File: config.mk
export PLATFORM = sky130hd
export DESIGN_NAME = coap_request_header_parser_flat
export DESIGN_NICKNAME = d
export VERILOG_FILES = /design/src/sv/crhp_pkg.sv /design/src/sv/crhp_if.sv /design/src/sv/crhp_queue.sv /design/src/sv/crhp_front.sv /design/src/sv/crhp_back.sv /design/src/sv/coap_request_header_parser.sv /design/src/flat_wrapper.sv
export SDC_FILE = /design/constraint.sdc
export NUM_CORES = 1
export LEC_CHECK = 0
export BUFFER_PORTS_ARGS = -buffer_cell sky130_fd_sc_hd__buf_4
export CAP_MARGIN = 10
export CORE_ASPECT_RATIO = 1.1
export CORE_UTILIZATION = 39
export DETAILED_ROUTE_END_ITERATION = 8
export PLACE_DENSITY = 0.54
export REMOVE_ABC_BUFFERS = 1
export SLEW_MARGIN = 20
export SYNTH_ARGS = -nofsm -noshare
export SYNTH_HDL_FRONTEND = slang
export SYNTH_HIERARCHICAL = 1
export SYNTH_SLANG_ARGS = --single-unit
File: constraint.sdc
create_clock -name clk -period 4.9 [get_ports clk]
set_input_delay 0.98 -clock clk [delete_from_list [all_inputs] [get_ports clk]]
set_output_delay 0.98 -clock clk [all_outputs]
set_load 0.02 [all_outputs]
File: src/sv/crhp_pkg.sv
`timescale 1ns / 1ps
`default_nettype none
// ----------------------------------------------------------------------------
// crhp_pkg
// Shared types and codes for the request header parser.
// ----------------------------------------------------------------------------
package crhp_pkg;

    localparam int CFG_INDEX_W = 1;
    localparam int QUEUE_DEPTH = 4;
    localparam int QUEUE_AW    = $clog2(QUEUE_DEPTH);

    // register indexes
    localparam logic [CFG_INDEX_W-1:0] REG_VERSION_EXPECTED = 1'd0;
    localparam logic [CFG_INDEX_W-1:0] REG_PATH_LIMIT       = 1'd1;

    localparam logic [1:0] VERSION_RESET    = 2'd1;
    localparam logic [7:0] PATH_LIMIT_RESET = 8'd126;

    // result kinds
    localparam logic [1:0] KIND_PATH    = 2'd0;
    localparam logic [1:0] KIND_PAYLOAD = 2'd1;
    localparam logic [1:0] KIND_SUMMARY = 2'd2;

    // status codes
    localparam logic [2:0] ST_OK       = 3'd0;
    localparam logic [2:0] ST_BADVER   = 3'd1;
    localparam logic [2:0] ST_UNKNOWN  = 3'd2;
    localparam logic [2:0] ST_NOOPTS   = 3'd3;
    localparam logic [2:0] ST_TRUNC    = 3'd4;
    localparam logic [2:0] ST_OVERFLOW = 3'd5;

    localparam logic [3:0] PATH_DELTA = 4'd11;
    localparam logic [7:0] SLASH      = 8'h2F;

    // one result item
    typedef struct packed {
        logic [1:0]  item_kind;
        logic [7:0]  byte_value;
        logic [2:0]  status;
        logic [1:0]  req_type;
        logic [7:0]  method_code;
        logic [15:0] message_id;
        logic [3:0]  opt_count;
        logic [7:0]  path_length;
        logic        end_of_packet;
    } res_t;

    // work handed from the front to the back for one byte
    typedef struct packed {
        logic        has_item;
        logic [1:0]  item_kind;
        logic [7:0]  byte_value;
        logic        has_sum;
        logic [2:0]  status;
        logic [1:0]  req_type;
        logic [7:0]  method_code;
        logic [15:0] message_id;
        logic [3:0]  opt_count;
        logic [7:0]  path_length;
    } job_t;

endpackage
`default_nettype wire

File: src/sv/crhp_if.sv
`timescale 1ns / 1ps
`default_nettype none
// ----------------------------------------------------------------------------
// crhp interfaces
// Byte input, result output and configuration write channels.
// ----------------------------------------------------------------------------
interface crhp_in_if;
    logic       valid;
    logic       ready;
    logic [7:0] data_byte;
    logic       last_byte;

    modport source (output valid, output data_byte, output last_byte, input ready);
    modport sink   (input valid, input data_byte, input last_byte, output ready);
endinterface

interface crhp_out_if;
    logic        valid;
    logic        ready;
    logic [1:0]  item_kind;
    logic [7:0]  byte_value;
    logic [2:0]  status;
    logic [1:0]  req_type;
    logic [7:0]  method_code;
    logic [15:0] message_id;
    logic [3:0]  opt_count;
    logic [7:0]  path_length;
    logic        end_of_packet;

    modport source (output valid, output item_kind, output byte_value, output status,
                    output req_type, output method_code, output message_id,
                    output opt_count, output path_length, output end_of_packet,
                    input ready);
    modport sink   (input valid, input item_kind, input byte_value, input status,
                    input req_type, input method_code, input message_id,
                    input opt_count, input path_length, input end_of_packet,
                    output ready);
endinterface

interface crhp_cfg_if import crhp_pkg::*; ();
    logic                   valid;
    logic                   ready;
    logic [CFG_INDEX_W-1:0] index;
    logic [7:0]             data;

    modport source (output valid, output index, output data, input ready);
    modport sink   (input valid, input index, input data, output ready);
endinterface
`default_nettype wire

File: src/sv/crhp_queue.sv
`timescale 1ns / 1ps
`default_nettype none
// ----------------------------------------------------------------------------
// crhp_queue
// Short show-ahead queue of jobs between the parser front and the emitter.
// ----------------------------------------------------------------------------
module crhp_queue import crhp_pkg::*;
(
    input  wire logic clk,
    input  wire logic rst_n,
    input  wire logic push,
    input  wire job_t push_job,
    output logic      full,
    input  wire logic pop,
    output job_t      head_job,
    output logic      empty
);

    job_t                entry_reg [QUEUE_DEPTH];
    logic [QUEUE_AW-1:0] wr_ptr_reg, wr_ptr_next;
    logic [QUEUE_AW-1:0] rd_ptr_reg, rd_ptr_next;
    logic [QUEUE_AW:0]   count_reg, count_next;
    logic                do_push, do_pop;

    assign full     = (count_reg == (QUEUE_AW+1)'(QUEUE_DEPTH));
    assign empty    = (count_reg == '0);
    assign head_job = entry_reg[rd_ptr_reg];
    assign do_push  = push && !full;
    assign do_pop   = pop && !empty;

    always_comb
    begin
        wr_ptr_next = do_push ? wr_ptr_reg + QUEUE_AW'(1) : wr_ptr_reg;
        rd_ptr_next = do_pop  ? rd_ptr_reg + QUEUE_AW'(1) : rd_ptr_reg;
        count_next  = count_reg;
        if (do_push && !do_pop)
        begin
            count_next = count_reg + (QUEUE_AW+1)'(1);
        end
        else if (do_pop && !do_push)
        begin
            count_next = count_reg - (QUEUE_AW+1)'(1);
        end
    end

    always_ff @(posedge clk or negedge rst_n)
    begin
        if (!rst_n)
        begin
            wr_ptr_reg <= '0;
            rd_ptr_reg <= '0;
            count_reg  <= '0;
        end
        else
        begin
            wr_ptr_reg <= wr_ptr_next;
            rd_ptr_reg <= rd_ptr_next;
            count_reg  <= count_next;
        end
    end

    always_ff @(posedge clk)
    begin
        if (do_push)
        begin
            entry_reg[wr_ptr_reg] <= push_job;
        end
    end

endmodule
`default_nettype wire

File: src/sv/crhp_front.sv
`timescale 1ns / 1ps
`default_nettype none
// ----------------------------------------------------------------------------
// crhp_front
// Parses one packet byte per cycle unless the queue is full, holds the header
// state and config registers, and posts the results each byte causes as one job.
// ----------------------------------------------------------------------------
module crhp_front import crhp_pkg::*;
(
    input  wire logic    clk,
    input  wire logic    rst_n,
    crhp_in_if.sink      pkt_in,
    crhp_cfg_if.sink     cfg,
    input  wire logic    queue_full,
    output logic         push,
    output job_t         push_job
);

    localparam logic [2:0] PH_HEADER  = 3'd0;
    localparam logic [2:0] PH_OPTHDR  = 3'd1;
    localparam logic [2:0] PH_SEGMENT = 3'd2;
    localparam logic [2:0] PH_PAYLOAD = 3'd3;
    localparam logic [2:0] PH_ERROR   = 3'd4;

    logic [1:0]  version_reg;
    logic [7:0]  limit_reg;

    logic [2:0]  phase_reg,  phase_next;
    logic [1:0]  hidx_reg,   hidx_next;
    logic [3:0]  opts_reg,   opts_next;
    logic [3:0]  seg_reg,    seg_next;
    logic        prev_reg,   prev_next;
    logic [2:0]  status_reg, status_next;
    logic [1:0]  type_reg,   type_next;
    logic [7:0]  code_reg,   code_next;
    logic [15:0] id_reg,     id_next;
    logic [3:0]  count_reg,  count_next;
    logic [7:0]  len_reg,    len_next;

    logic        accept;
    logic [7:0]  b;
    logic [3:0]  delta;
    logic        is_path;

    assign pkt_in.ready = !queue_full;
    assign cfg.ready    = 1'b1;
    assign accept       = pkt_in.valid && pkt_in.ready;
    assign b            = pkt_in.data_byte;
    assign delta        = b[7:4];
    assign is_path      = (delta == PATH_DELTA) || (delta == 4'd0 && prev_reg);

    always_comb
    begin
        phase_next  = phase_reg;
        hidx_next   = hidx_reg;
        opts_next   = opts_reg;
        seg_next    = seg_reg;
        prev_next   = prev_reg;
        status_next = status_reg;
        type_next   = type_reg;
        code_next   = code_reg;
        id_next     = id_reg;
        count_next  = count_reg;
        len_next    = len_reg;
        push_job    = '0;

        unique case (phase_reg)
            PH_HEADER:
            begin
                unique case (hidx_reg)
                    2'd0:
                    begin
                        if (b[7:6] != version_reg)
                        begin
                            status_next = ST_BADVER;
                            phase_next  = PH_ERROR;
                        end
                        else
                        begin
                            type_next  = b[5:4];
                            count_next = b[3:0];
                        end
                    end
                    2'd1: code_next = b;
                    2'd2: id_next   = {b, 8'h00};
                    default:
                    begin
                        id_next = {id_reg[15:8], b};
                        if (count_reg == 4'd0)
                        begin
                            status_next = ST_NOOPTS;
                            phase_next  = PH_ERROR;
                        end
                        else
                        begin
                            opts_next  = count_reg;
                            phase_next = PH_OPTHDR;
                        end
                    end
                endcase
                hidx_next = hidx_reg + 2'd1;
            end
            PH_OPTHDR:
            begin
                if (!is_path)
                begin
                    status_next = ST_UNKNOWN;
                    phase_next  = PH_ERROR;
                end
                else
                begin
                    prev_next = 1'b1;
                    opts_next = opts_reg - 4'd1;
                    seg_next  = b[3:0];
                    if (len_reg >= limit_reg)
                    begin
                        status_next = ST_OVERFLOW;
                        phase_next  = PH_ERROR;
                    end
                    else
                    begin
                        len_next            = len_reg + 8'd1;
                        push_job.has_item   = 1'b1;
                        push_job.item_kind  = KIND_PATH;
                        push_job.byte_value = SLASH;
                        if (b[3:0] != 4'd0)
                        begin
                            phase_next = PH_SEGMENT;
                        end
                        else
                        begin
                            phase_next = (opts_next == 4'd0) ? PH_PAYLOAD : PH_OPTHDR;
                        end
                    end
                end
            end
            PH_SEGMENT:
            begin
                if (len_reg >= limit_reg)
                begin
                    status_next = ST_OVERFLOW;
                    phase_next  = PH_ERROR;
                end
                else
                begin
                    len_next            = len_reg + 8'd1;
                    push_job.has_item   = 1'b1;
                    push_job.item_kind  = KIND_PATH;
                    push_job.byte_value = b;
                    seg_next            = seg_reg - 4'd1;
                    if (seg_next == 4'd0)
                    begin
                        phase_next = (opts_reg == 4'd0) ? PH_PAYLOAD : PH_OPTHDR;
                    end
                end
            end
            PH_PAYLOAD:
            begin
                push_job.has_item   = 1'b1;
                push_job.item_kind  = KIND_PAYLOAD;
                push_job.byte_value = b;
            end
            default:
            begin
                // drop bytes until the last one
            end
        endcase

        if (pkt_in.last_byte)
        begin
            push_job.has_sum      = 1'b1;
            push_job.status       = (status_next == ST_OK && phase_next != PH_PAYLOAD)
                                    ? ST_TRUNC : status_next;
            push_job.req_type     = type_next;
            push_job.method_code  = code_next;
            push_job.message_id   = id_next;
            push_job.opt_count    = count_next;
            push_job.path_length  = len_next;
            // start over for the next packet
            phase_next  = PH_HEADER;
            hidx_next   = '0;
            opts_next   = '0;
            seg_next    = '0;
            prev_next   = 1'b0;
            status_next = ST_OK;
            type_next   = '0;
            code_next   = '0;
            id_next     = '0;
            count_next  = '0;
            len_next    = '0;
        end
    end

    assign push = accept && (push_job.has_item || push_job.has_sum);

    always_ff @(posedge clk or negedge rst_n)
    begin
        if (!rst_n)
        begin
            version_reg <= VERSION_RESET;
            limit_reg   <= PATH_LIMIT_RESET;
        end
        else if (cfg.valid)
        begin
            unique case (cfg.index)
                REG_VERSION_EXPECTED: version_reg <= cfg.data[1:0];
                REG_PATH_LIMIT:       limit_reg   <= cfg.data;
                default:              ;
            endcase
        end
    end

    always_ff @(posedge clk or negedge rst_n)
    begin
        if (!rst_n)
        begin
            phase_reg  <= PH_HEADER;
            hidx_reg   <= '0;
            opts_reg   <= '0;
            seg_reg    <= '0;
            prev_reg   <= 1'b0;
            status_reg <= ST_OK;
            type_reg   <= '0;
            code_reg   <= '0;
            id_reg     <= '0;
            count_reg  <= '0;
            len_reg    <= '0;
        end
        else if (accept)
        begin
            phase_reg  <= phase_next;
            hidx_reg   <= hidx_next;
            opts_reg   <= opts_next;
            seg_reg    <= seg_next;
            prev_reg   <= prev_next;
            status_reg <= status_next;
            type_reg   <= type_next;
            code_reg   <= code_next;
            id_reg     <= id_next;
            count_reg  <= count_next;
            len_reg    <= len_next;
        end
    end

endmodule
`default_nettype wire

File: src/sv/crhp_back.sv
`timescale 1ns / 1ps
`default_nettype none
// ----------------------------------------------------------------------------
// crhp_back
// Drains jobs from the queue and presents their results through an output
// register, one per cycle unless the receiver holds ready low.
// ----------------------------------------------------------------------------
module crhp_back import crhp_pkg::*;
(
    input  wire logic    clk,
    input  wire logic    rst_n,
    input  wire job_t    head_job,
    input  wire logic    queue_empty,
    output logic         pop,
    crhp_out_if.source   res_out
);

    logic  out_valid_reg, out_valid_next;
    res_t  out_reg,       out_next;
    logic  sub_reg,       sub_next;
    logic  slot_free;

    assign slot_free = !out_valid_reg || res_out.ready;

    always_comb
    begin
        out_valid_next = out_valid_reg && !res_out.ready;
        out_next       = out_reg;
        sub_next       = sub_reg;
        pop            = 1'b0;
        if (slot_free && !queue_empty)
        begin
            out_valid_next = 1'b1;
            out_next       = '0;
            if (head_job.has_item && !sub_reg)
            begin
                out_next.item_kind  = head_job.item_kind;
                out_next.byte_value = head_job.byte_value;
                // hold the job when its summary still has to go out
                if (head_job.has_sum)
                begin
                    sub_next = 1'b1;
                end
                else
                begin
                    pop = 1'b1;
                end
            end
            else
            begin
                out_next.item_kind     = KIND_SUMMARY;
                out_next.status        = head_job.status;
                out_next.req_type      = head_job.req_type;
                out_next.method_code   = head_job.method_code;
                out_next.message_id    = head_job.message_id;
                out_next.opt_count     = head_job.opt_count;
                out_next.path_length   = head_job.path_length;
                out_next.end_of_packet = 1'b1;
                sub_next               = 1'b0;
                pop                    = 1'b1;
            end
        end
    end

    always_ff @(posedge clk or negedge rst_n)
    begin
        if (!rst_n)
        begin
            out_valid_reg <= 1'b0;
            sub_reg       <= 1'b0;
        end
        else
        begin
            out_valid_reg <= out_valid_next;
            sub_reg       <= sub_next;
        end
    end

    always_ff @(posedge clk)
    begin
        out_reg <= out_next;
    end

    assign res_out.valid         = out_valid_reg;
    assign res_out.item_kind     = out_reg.item_kind;
    assign res_out.byte_value    = out_reg.byte_value;
    assign res_out.status        = out_reg.status;
    assign res_out.req_type      = out_reg.req_type;
    assign res_out.method_code   = out_reg.method_code;
    assign res_out.message_id    = out_reg.message_id;
    assign res_out.opt_count     = out_reg.opt_count;
    assign res_out.path_length   = out_reg.path_length;
    assign res_out.end_of_packet = out_reg.end_of_packet;

endmodule
`default_nettype wire

File: src/sv/coap_request_header_parser.sv
`timescale 1ns / 1ps
`default_nettype none
// ----------------------------------------------------------------------------
// coap_request_header_parser
// Request header and Uri-Path option parser: byte stream in, path characters,
// payload bytes and a per-packet summary out.
// ----------------------------------------------------------------------------
// Path: an accepted byte's job is written into the job queue, and its result is
//   then loaded from the queue head into the output register.
// Throughput: one byte per cycle while the job queue is not full. A last byte that
//   also carries a path or payload result gives two output items; the four-entry job queue absorbs that.
// Reset: rst_n clears parse state, queue and output valid; registers return to
//   version 1 and path limit 126.
module coap_request_header_parser import crhp_pkg::*;
(
    input  wire logic    clk,
    input  wire logic    rst_n,
    crhp_in_if.sink      pkt_in,
    crhp_cfg_if.sink     cfg,
    crhp_out_if.source   res_out
);

    logic push, pop, full, empty;
    job_t push_job, head_job;

    crhp_front u_front
    (
        .clk        (clk),
        .rst_n      (rst_n),
        .pkt_in     (pkt_in),
        .cfg        (cfg),
        .queue_full (full),
        .push       (push),
        .push_job   (push_job)
    );

    crhp_queue u_queue
    (
        .clk      (clk),
        .rst_n    (rst_n),
        .push     (push),
        .push_job (push_job),
        .full     (full),
        .pop      (pop),
        .head_job (head_job),
        .empty    (empty)
    );

    crhp_back u_back
    (
        .clk         (clk),
        .rst_n       (rst_n),
        .head_job    (head_job),
        .queue_empty (empty),
        .pop         (pop),
        .res_out     (res_out)
    );

endmodule
`default_nettype wire
File: src/flat_wrapper.sv
// flat-port wrapper written by rule: the top's interface ports become plain ports
module coap_request_header_parser_flat import crhp_pkg::*;
  (clk, rst_n, pkt_in_valid, pkt_in_data_byte, pkt_in_last_byte, pkt_in_ready, cfg_valid, cfg_index, cfg_data, cfg_ready, res_out_valid, res_out_item_kind, res_out_byte_value, res_out_status, res_out_req_type, res_out_method_code, res_out_message_id, res_out_opt_count, res_out_path_length, res_out_end_of_packet, res_out_ready);
  crhp_in_if pkt_in_i ();
  crhp_cfg_if cfg_i ();
  crhp_out_if res_out_i ();
  input  wire logic clk;
  input  wire logic rst_n;
  input wire logic [$bits(pkt_in_i.valid)-1:0] pkt_in_valid;
  input wire logic [$bits(pkt_in_i.data_byte)-1:0] pkt_in_data_byte;
  input wire logic [$bits(pkt_in_i.last_byte)-1:0] pkt_in_last_byte;
  output wire logic [$bits(pkt_in_i.ready)-1:0] pkt_in_ready;
  input wire logic [$bits(cfg_i.valid)-1:0] cfg_valid;
  input wire logic [$bits(cfg_i.index)-1:0] cfg_index;
  input wire logic [$bits(cfg_i.data)-1:0] cfg_data;
  output wire logic [$bits(cfg_i.ready)-1:0] cfg_ready;
  output wire logic [$bits(res_out_i.valid)-1:0] res_out_valid;
  output wire logic [$bits(res_out_i.item_kind)-1:0] res_out_item_kind;
  output wire logic [$bits(res_out_i.byte_value)-1:0] res_out_byte_value;
  output wire logic [$bits(res_out_i.status)-1:0] res_out_status;
  output wire logic [$bits(res_out_i.req_type)-1:0] res_out_req_type;
  output wire logic [$bits(res_out_i.method_code)-1:0] res_out_method_code;
  output wire logic [$bits(res_out_i.message_id)-1:0] res_out_message_id;
  output wire logic [$bits(res_out_i.opt_count)-1:0] res_out_opt_count;
  output wire logic [$bits(res_out_i.path_length)-1:0] res_out_path_length;
  output wire logic [$bits(res_out_i.end_of_packet)-1:0] res_out_end_of_packet;
  input wire logic [$bits(res_out_i.ready)-1:0] res_out_ready;
  assign pkt_in_i.valid = pkt_in_valid;
  assign pkt_in_i.data_byte = pkt_in_data_byte;
  assign pkt_in_i.last_byte = pkt_in_last_byte;
  assign pkt_in_ready = pkt_in_i.ready;
  assign cfg_i.valid = cfg_valid;
  assign cfg_i.index = cfg_index;
  assign cfg_i.data = cfg_data;
  assign cfg_ready = cfg_i.ready;
  assign res_out_valid = res_out_i.valid;
  assign res_out_item_kind = res_out_i.item_kind;
  assign res_out_byte_value = res_out_i.byte_value;
  assign res_out_status = res_out_i.status;
  assign res_out_req_type = res_out_i.req_type;
  assign res_out_method_code = res_out_i.method_code;
  assign res_out_message_id = res_out_i.message_id;
  assign res_out_opt_count = res_out_i.opt_count;
  assign res_out_path_length = res_out_i.path_length;
  assign res_out_end_of_packet = res_out_i.end_of_packet;
  assign res_out_i.ready = res_out_ready;
  coap_request_header_parser u_core (.clk(clk), .rst_n(rst_n), .pkt_in(pkt_in_i), .cfg(cfg_i), .res_out(res_out_i));
endmodule
# Word-level counts from Yosys, hierarchy flattened
# Memory sizes are Yosys's and may differ from the RTL's.
# Cells that the tools add are included.
# Widths: inputs -> output; s select.
# op_classes
n_addsub,8
n_lt_le_gt_ge,1
eq_ne,14
mux,68
n_bitwise,1
reduce_logical,47
# ops
op,n
$mux 8,6
$mux 3,15
$mux 4,11
$mux 42,1
$mux 11,3
$pmux 11 s3,1
$mux 16,2
$pmux 16 s2,1
$logic_not 4->1,5
$mux 2,9
$pmux 3 s3,2
$pmux 4 s2,2
$pmux 8 s2,1
$mux 1,12
$ne 3x3->1 const B,4
$pmux 3 s2,2
$logic_and 1x1->1,11
$logic_not 3->1,3
$add 8x1->8 const B,1
$ge 8x8->1,1
$reduce_and 2->1,4
$reduce_bool 2->1,4
$sub 4x1->4 const B,2
$logic_not 1->1,7
other kinds (22),29
# totals
ff_bits,126
ram_bits,212
input_bits,23
out_inout_bits,55
elab_cells,167
memories,1
# memory_table
name,words,width,rd,rd_clocked_by_memory_dff,wr,line_no,rtl
u_core.u_queue.entry_reg,4,53,1,0,1,crhp_queue.sv:19,job_t entry_reg [QUEUE_DEPTH];

# Logic depth before layout (Yosys ltp)
# depth
depth_word,18
depth_mapped,16

# By module
# Netlist, hierarchy kept.
# modules_own_cells
module,n_inst,cells_each,area_each_um2
crhp_queue,1,313,8139.1
crhp_front,1,535,4526.8
crhp_back,1,119,2049.5

# Least setup slack after synthesis
# OpenSTA, ideal clock, no wires.
# synth_path
kind,in2reg
from,input pkt_in_data_byte[7]
to,"memory u_core/u_queue/entry_reg[0][0] in the netlist's numbering, enable pin"
setup_time_ns,0.416
t_arrival_ns,3.983
t_required_ns,4.484
slack_ns,0.500
cell_stages,10
path_buffers,2
path_cell_list,buf_6 or4b_4 a211o_2 nand2_1 nand2_1 o21ai_2 o21a_1 nor2b_1 buf_2 and2_1
# synth_lines
item,line_no,rtl
from (decl),flat_wrapper.sv:10,input wire logic [$bits(pkt_in_i.data_byte)-1:0] pkt_in_data_byte;
to (decl),crhp_queue.sv:19,

==> flow_metrics.py <==
metrics = {
    "outcome": {
        "status": "complete, no violations",
    },
    "sta": {
        "fin_crit_ps": 3949,
        "grt_setup_unrepaired": "false",
        "setup_tns_ps": 0,
        "fin_crit_sh": 0.8060,
        "hold_viol": 0,
        "setup_violations": 0,
        "timing.slew.headroom": 0.3429,
        "drv_slew": 0,
        "finClkSkew_ps": 22.82,
        "max_freq_mhz": 253.2,
        "worst_slew_pin_slew_ps": 978.2,
        "setup_ws_ps": 950.8,
    },
    "yosys": {
        "synth_seq_area_share": 0.6652,
        "synth.area.mux_share": 0.1017,
        "synth.top_cell.area_share": 0.5387,
        "synth_ff_type": "edfxtp_1",
        "synthSimpleGateAreaFrac": 0.08613,
        "yosysMostFrequentCell": "edfxtp_1",
        "synth_compound_area_frac": 0.08120,
        "synth_xor_area_frac": 0.009523,
        "synth_seq_cells": 338,
        "synth_area_per_cell_um2": 15.22,
        "yosysUniqueCellTypes": 78,
        "synthArstFlopShare": 0.2189,
        "synth_top_area_cell": "edfxtp_1",
        "synth_edf_count": 264,
        "ys_top_cells_by_count": "edfxtp_1 (264), nand2_1 (72), dfrtp_1 (67), and2_1 (60), nor2_1 (52)",
        "synth_adder_area_share": 0.02092,
        "synth_cells": 967,
        "synth_top_family_by_area": "multiplexers",
        "yosysWarnings": 6,
        "ys_top_cells_by_area": "edfxtp_1 (54%), dfrtp_1 (11%), mux4_2 (7.3%), and2_1 (2.6%), ha_1 (2.0%)",
        "syn_area_um2": 14720,
    },
    "setup_path": {
        "critical_path_class": "register to register",
        "arrival_ps": 4390,
        "end_kind": "register",
        "start_kind": "register",
        "crit_path_max_fanout": 10,
        "reg2reg_depth": 16,
        "cp_data_required_time_ps": 5340,
    },
    "die": {
        "die_w_um": 187.2,
        "start_util": 0.3963,
        "dieArea_um2": 38510,
        "core_um2": 37130,
        "ios": 78,
        "rows": 74,
        "die_h_um": 205.7,
    },
    "global_route": {
        "grtUsageMet2": 0.2986,
        "grt_max_degree": 54,
        "busiest_layer": "met2",
        "grt_pass1_wl_mm": 51.14,
        "met1_usage": 0.2289,
        "gr-usage-met3": 0.03241,
        "grt_overflow": 0,
        "track_usage": 0.1752,
        "antenna_found_initial": 0,
        "grt_pass1_vias": 8583,
    },
    "min_path": {
        "hold_path.class": "input port to asynchronous set/reset pin",
    },
    "route": {
        "drc": 0,
        "drt-initial-drc-count": 679,
        "vias": 8348,
        "drt.antenna.violating_nets": 0,
        "routedWlPerCell_um": 20.77,
        "vias_per_cell": 5.314,
        "drt_wl_total_mm": 32.63,
        "dr.pass1.iters": 5,
    },
    "power": {
        "ir_drop_mv": 0.3694,
        "total_power_mw": 9.770,
        "cellPowerDensity_nw_per_um2": 576.6,
        "leakagePower_nw": 6.161,
    },
    "clock_tree": {
        "post_cts_buffers": 0,
        "cts_resized": 0,
        "insertion_delay_ps": 530,
        "numCtsBuffers": 38,
        "cts_hold_buf": 0,
        "root_buffer": "clkbuf_16",
        "tritoncts": "yes",
        "cts.sinks": 338,
        "h-tree-depth": 2,
        "cts.reportedPaths.clkPinSlew_ps": 60,
        "cts_buffer_depth": 3,
    },
    "cells_and_area": {
        "fill_cells": 3288,
        "nNetsFinal": 1095,
        "drive_gt1_frac": 0.2284,
        "area_growth_pct": 15.14,
        "n_antenna_cell": 0,
        "largest_reg_flops": 212,
    },
    "placement": {
        "io_buffer_count": 76,
        "post-place-ws_ps": 751.2,
        "hpwl_mm": 20.15,
        "gp_congestion": 0.7865,
    },
    "flow_run": {
        "cap_viol_max_count": 0,
    },
}
==> cell families after synthesis <==
group / Yosys count
AOI/OAI and AO/OA: 179
xor gates and xnor gates: 16
adders and majority gates: 24
buffers and inverters: 88
DFF: 338
muxes: 79
other: 2
and+or+nand+nor: 241
==> per-layer routing <==
layer,up-vias,share of wire
met5,-,0
met4,0,0.019
met3,49,0.046
met2,205,0.49
met1,4262,0.44
li1,3832,-
==> area by class of cell <==
type	count	area [um2]	area share
Sequential cell	338	9793	0.5780
Multi-Input combinational cell	541	4431	0.2615
Clock buffer	52	1035	0.06107
Timing Repair Buffer	99	843.3	0.04977
Tap cell	494	618.1	0.03648
Inverter	30	112.6	0.006646
Clock inverter	17	111.4	0.006572
==> path summary, 6_finish.rpt <==
check / endpoint / slack, ps / from
min: u_core/u_front/len_reg[1] / 430 / rst_n
min in group clk: u_core/u_queue/count_reg[2] / 480 / u_core/u_queue/count_reg[2]
max in group asynchronous: u_core/u_front/id_reg[3] / 3530 / rst_n
min reg2reg: u_core/u_queue/count_reg[2] / 480 / u_core/u_queue/count_reg[2]
max: u_core/u_queue/count_reg[2] / 950 / u_core/u_front/limit_reg[3]
max reg2reg: u_core/u_queue/count_reg[2] / 950 / u_core/u_front/limit_reg[3]
==> worst max-delay path: stages, from the launching register on <==
cell and delay (ps):
dfstp_2 530, inv_1 40, ha_1 190, or4_1 510, a21oi_1 200, o31a_1 390
nand2_1 240, o21ai_2 270, o21a_1 160, nor2b_1 120, buf_4 160, ha_1 190
inv_1 60, fa_1 370, xor2_1 150, nor2_1 110, xor2_1 170
==> power by group <==
group,internal [mW],total [mW],switching [mW]
clock,1.53,2.62,1.09
combinational,1.29,2.94,1.65
sequential,3.89,4.20,0.318
total,6.71,9.77,3.06
==> cells in the final DEF (no fill, tap or decap), types with 9 or more instances in the layout <==
cell	instances
a21boi_0	9
a21oi_1	25
a22oi_1	34
and2_1	56
buf_4	91
clkbuf_1	12
clkbuf_16	39
dfrtp_1	65
edfxtp_1	264
ha_1	23
inv_1	28
mux2_2	11
mux2i_1	13
mux4_2	48
nand2_1	72
nor2_1	52
o21a_1	10
o21ai_0	42
xnor2_1	12
==> metrics by stage <==
step / cells / hold slack (ps) / instance area [um2] / utilization
final: 1571 / 431.5 / 16940 / 0.4564
after global routing: 1571 / 451.9 / 16940 / 0.4564
after CTS: 1571 / 416.4 / 16940 / 0.4563
after detailed placement: 1502 / 463.6 / 15790 / 0.4254
after global placement: 1502 / 463.9 / 15790 / 0.4254
after floorplan: 909 / 445.3 / 14320 / -
(Power assumes the default switching activity.)
